$ cat config.mk
export PLATFORM = sky130hd
export DESIGN_NAME = plob_front
export DESIGN_NICKNAME = d
export VERILOG_FILES = /design/src/design/plob_pkg.sv /design/src/design/plob_front.sv
export SDC_FILE = /design/constraint.sdc
export NUM_CORES = 1
export LEC_CHECK = 0
export BUFFER_PORTS_ARGS = -buffer_cell sky130_fd_sc_hd__buf_2
export CORE_ASPECT_RATIO = 1.2
export CORE_MARGIN = 3
export CORE_UTILIZATION = 40
export CTS_BUF_LIST = sky130_fd_sc_hd__clkbuf_16
export DETAILED_ROUTE_END_ITERATION = 10
export PLACE_DENSITY_LB_ADDON = 0.2
export SLEW_MARGIN = 20
export SYNTH_ARGS = -nofsm -noshare
export SYNTH_HDL_FRONTEND = slang
export SYNTH_SLANG_ARGS = --single-unit
$ cat constraint.sdc
create_clock -name clk -period 4.2 [get_ports clk]
set_clock_uncertainty 0.05 [all_clocks]
set_input_delay 0.42 -clock clk [delete_from_list [all_inputs] [get_ports clk]]
set_output_delay 0.42 -clock clk [all_outputs]
set_load 0.1 [all_outputs]
$ cat src/design/plob_pkg.sv
// ----------------------------------------------------------------------------
// plob_pkg
// Shared types and constants for the price level order book.
// ----------------------------------------------------------------------------
package plob_pkg;

  localparam int LEVELS     = 32;
  localparam int PRICE_BITS = 32;
  localparam int QTY_BITS   = 32;
  localparam int IDX_BITS   = $clog2(LEVELS);
  localparam int CNT_BITS   = $clog2(LEVELS + 1);

  typedef enum logic [1:0] {
    FUNC_LOAD   = 2'd0,
    FUNC_PLACE  = 2'd1,
    FUNC_CANCEL = 2'd2,
    FUNC_FILL   = 2'd3
  } func_t;

  typedef enum logic [1:0] {
    ST_OK      = 2'd0,
    ST_MISSING = 2'd1,
    ST_SHORT   = 2'd2,
    ST_FULL    = 2'd3
  } status_t;

  // classified command passed from front to back
  typedef struct packed {
    logic                  nop;     // zero quantity
    logic                  is_add;  // load or place; else cancel or fill
    logic                  bid;     // target side
    logic [PRICE_BITS-1:0] price;
    logic [QTY_BITS-1:0]   qty;
  } cmd_t;

  typedef struct packed {
    status_t               status;
    logic                  bid_present;
    logic [PRICE_BITS-1:0] bid_price;
    logic [QTY_BITS-1:0]   bid_qty;
    logic                  ask_present;
    logic [PRICE_BITS-1:0] ask_price;
    logic [QTY_BITS-1:0]   ask_qty;
    logic [PRICE_BITS-1:0] mid;
  } res_t;

endpackage

$ cat src/design/plob_front.sv
// ----------------------------------------------------------------------------
// plob_front
// Takes input items and classifies them into side and operation commands.
// Place and cancel pick the side against the mid of the previous item, so
// only one item is in flight between the front and the result.
// ----------------------------------------------------------------------------
module plob_front import plob_pkg::*; (
  input  logic                  clk,
  input  logic                  rst_n,
  input  logic                  in_push,
  output logic                  in_full,
  input  logic [1:0]            in_func,
  input  logic                  in_is_buy,
  input  logic [PRICE_BITS-1:0] in_price,
  input  logic [QTY_BITS-1:0]   in_quantity,
  input  logic [PRICE_BITS-1:0] mid,
  input  logic                  done,
  output logic                  cmd_valid,
  input  logic                  cmd_ready,
  output cmd_t                  cmd
);

  logic busy_r, busy_nxt;
  logic vld_r, vld_nxt;
  cmd_t cmd_r, cmd_nxt;
  func_t f;

  assign in_full   = busy_r;
  assign cmd_valid = vld_r;
  assign cmd       = cmd_r;
  assign f         = func_t'(in_func);

  always_comb begin
    busy_nxt = busy_r;
    vld_nxt  = vld_r;
    cmd_nxt  = cmd_r;
    if (vld_r && cmd_ready) vld_nxt = 1'b0;
    if (done) busy_nxt = 1'b0;
    if (in_push && !busy_r) begin
      busy_nxt       = 1'b1;
      vld_nxt        = 1'b1;
      cmd_nxt.nop    = (in_quantity == '0);
      cmd_nxt.is_add = (f == FUNC_LOAD) || (f == FUNC_PLACE);
      cmd_nxt.bid    = ((f == FUNC_LOAD) || (f == FUNC_FILL)) ? in_is_buy
                                                              : !(in_price > mid);
      cmd_nxt.price  = in_price;
      cmd_nxt.qty    = in_quantity;
    end
  end

  always_ff @(posedge clk) begin
    if (!rst_n) begin
      busy_r <= 1'b0;
      vld_r  <= 1'b0;
    end else begin
      busy_r <= busy_nxt;
      vld_r  <= vld_nxt;
    end
    cmd_r <= cmd_nxt;
  end

`ifndef SYNTHESIS
  a_vld_busy: assert property (@(posedge clk) disable iff (!rst_n)
    vld_r |-> busy_r) else $error("command without busy");
  a_no_accept_busy: assert property (@(posedge clk) disable iff (!rst_n)
    busy_r && !done |=> busy_r) else $error("busy dropped");
  a_accept: assert property (@(posedge clk) disable iff (!rst_n)
    in_push && !busy_r |=> vld_r) else $error("accept lost");
`endif

endmodule

==> summary.txt <==
Status
  – Status: completed

Placed design
  – Dpl hpwl: about 5700 µm
  – Routability cong.: 0.8243
  – Placed Area: 3994 µm²
  – Port bufs: 172

Global routing
  – First-pass GRT wire length: between 10000 and 15000 µm
  – Initial antenna violation count: 0
  – Largest net degree at the start of global routing: 46
  – Grt ovf: 0
  – Gr usage total: around 16%
  – Vias in the first global route: 2272

Floorplan
  – Starting Density: 41.31%
  – FP Rows: 34
  – Core Region: between 7000 and 8000 µm²
  – Die Area: about 8600 µm²
  – DIE WIDTH: 85.13 µm
  – Die height: 101.0 µm
  – Io pins: roughly 170

Critical path
  – WP data arrival: 1.85 ns
  – CP Capture Type: flip-flop
  – CP startpoint kind: flip-flop
  – Crit Path Max Fanout: 45
  – Reg2reg path depth: 2
  – Setup Crit Path Kind: reg -> reg
  – Register-to-register setup slack: 2.25 ns
  – WP data required: 4.10 ns

Clock network
  – CTS max path bufs: 2
  – Post-CTS Hold Fix Bufs: 0
  – Clock Pin Slew Worst Setup and Hold Paths: 0.06 ns
  – Htree depth: 3
  – Post-CTS Setup Bufs: 0
  – Post_cts resized: 0
  – CTS tree: built
  – Worst-Skew Late Latency: between 0.3 and 0.4 ns
  – Cts bufs inserted: 9
  – Clock sinks: between 60 and 70
  – Root Buffer: clkbuf_16

Drt
  – Vias: roughly 2300
  – Met3 WL: 658 µm
  – Top Metal Used: met4
  – Remaining antenna violation count: 0
  – 1st-iter DRT viols: between 60 and 70
  – Post-DR wirelength/cell: 14.17 µm
  – Met2 WL: roughly 3400 µm
  – Drt total wl: 6874 µm
  – First drt pass iteration count: 4
  – DR vias/cell: between 4 and 5
  – Drt drc: 0
  – Routed metal-1 wire length: 2700 µm

Power
  – Leak: 2.087 nW
  – Design Power: between 0.002 and 0.0025 W
  – Maximum vdd drop: about 0.00032 V
  – P per Cell Area: 494.2 nW/µm²

Timing
  – Period utilization: between 40% and 50%
  – Setup TNS: 0 ns
  – Slew margin rel.: 54.21%
  – Crit path time final: 1.951 ns
  – FMAX: 0.5124 GHz
  – Endpoints failing setup: 0
  – Final Hold Viols: 0
  – Slew @ Worst Pin: 0.6854 ns
  – RSZ-0062 raised after global routing: no
  – Pins over their slew limit: 0

Cells and area
  – Share of post-route cells with drive strength above 1: between 40% and 50%
  – Post-route cell area: 4335 µm²
  – Commonest non-fill, non-tap cell in the layout: buf_2
  – Nets: 528
  – Number of diodes: 0
  – Synthesis-to-layout area growth: 44.25%
  – Most frequent cells in the layout: buf_2, edfxtp_1, inv_1

Job
  – Max-Cap Viols: 0

Logic synthesis
  – Syn. warnings: 0
  – #FFs+latches synth: 69
  – Post-synthesis instance total: 206
  – Part of the Yosys area used for sequential elements: 68.28%
  – Yosys cell types: 26
  – Avg Cell Area, Syn: 14.59 µm²
  – Syn nets: 344
  – Synth Cell Area: 3005 µm²

Hold path
  – Hold Path Cell Cnt: 1
  – Worst hold path class: in -> reg
==> final timing paths <==
check | to | startpoint
worst max-delay path | cmd[27] | in_full
worst min-delay path | cmd[13] | in_quantity[13]
worst max register to register | cmd[27] | in_full
worst min register to register | cmd_valid | cmd_valid
==> state kept, by name, indices dropped and copies added (netlist names) <==
signal,flops
in_full,1
cmd,67
cmd_valid,1
==> power by group <==
| part | internal (W) | switching (W) | total, W |
|---|---|---|---|
| clock network | 0.000578 | 0.000269 | 0.000847 |
| registers | 0.000807 | 0.0000104 | 0.000817 |
| logic | 0.0000944 | 0.000383 | 0.000478 |
| total | 0.00148 | 0.000663 | 0.00214 |
==> through the flow <==
stage / utilization, % / hold slack, ns / std cells / setup WS (ns)
after global placement: 54.90 / 0.4982 / 469 / 2.048
after detailed placement: 54.90 / 0.5080 / 469 / 2.027
final: 59.60 / 0.2439 / 485 / 2.249
after floorplan: - / 0.4689 / 206 / 1.137
after global routing: 59.60 / 0.2288 / 485 / 2.122
after CTS: 59.60 / 0.2290 / 485 / 2.197
==> kinds of logic (layout without fill, tap and decap cells) <==
| family | Yosys count | after routing | share of synthesized area (%) |
|---|---|---|---|
| adders and majority gates | 34 | 34 | 14.15 |
| DFF | 69 | 69 | 68.28 |
| AOI/OAI and AO/OA | 29 | 29 | 6.203 |
| buffers and inverters | 36 | 225 | 4.496 |
| and+or+nand+nor | 38 | 38 | 6.869 |
==> layer usage <==
metal,global-route usage (%),vias up
met5,0,-
met3,3.598,7
met1,18.21,1049
met2,27.87,108
li1,-,1141
met4,7.065,0
==> critical path, stage by stage, from the launching register on <==
cell and delay (ns):
dfxtp_1 0.35, nor2b_4 0.57, buf_4 0.59
==> layout make-up <==
type	count	area, µm²
Multi-Input combinational cell	101	825.8
Timing Repair Buffer	173	868.3
Tap cell	90	112.6
Inverter	36	135.1
Fill cell	614	2939
Sequential cell	69	2052
Clock buffer	9	225.2
Clock inverter	7	116.4
==> synth_stat cells <==
cell type | count | share of area (%)
nor2b_1 | 3 | 0.62
o211a_1 | 1 | 0.33
o211ai_1 | 1 | 0.25
a2111o_1 | 2 | 0.75
a21o_1 | 2 | 0.50
inv_1 | 36 | 4.5
ha_1 | 34 | 14
nand2_1 | 8 | 1.0
nor3_1 | 1 | 0.17
or2_2 | 1 | 0.21
a211o_1 | 1 | 0.29
o21a_1 | 1 | 0.25
nor4_1 | 8 | 1.7
o21ai_1 | 1 | 0.17
o21ai_0 | 3 | 0.50
a22oi_1 | 1 | 0.25
a21oi_1 | 13 | 2.2
dfxtp_1 | 2 | 1.3
a211oi_1 | 1 | 0.25
a31oi_1 | 1 | 0.21
nor2_1 | 3 | 0.37
edfxtp_1 | 67 | 67
nand3_1 | 4 | 0.67
nand4_1 | 9 | 1.9
nor4b_1 | 1 | 0.29
a32oi_1 | 1 | 0.29
No activity file was read; power rests on OpenSTA's default activity.
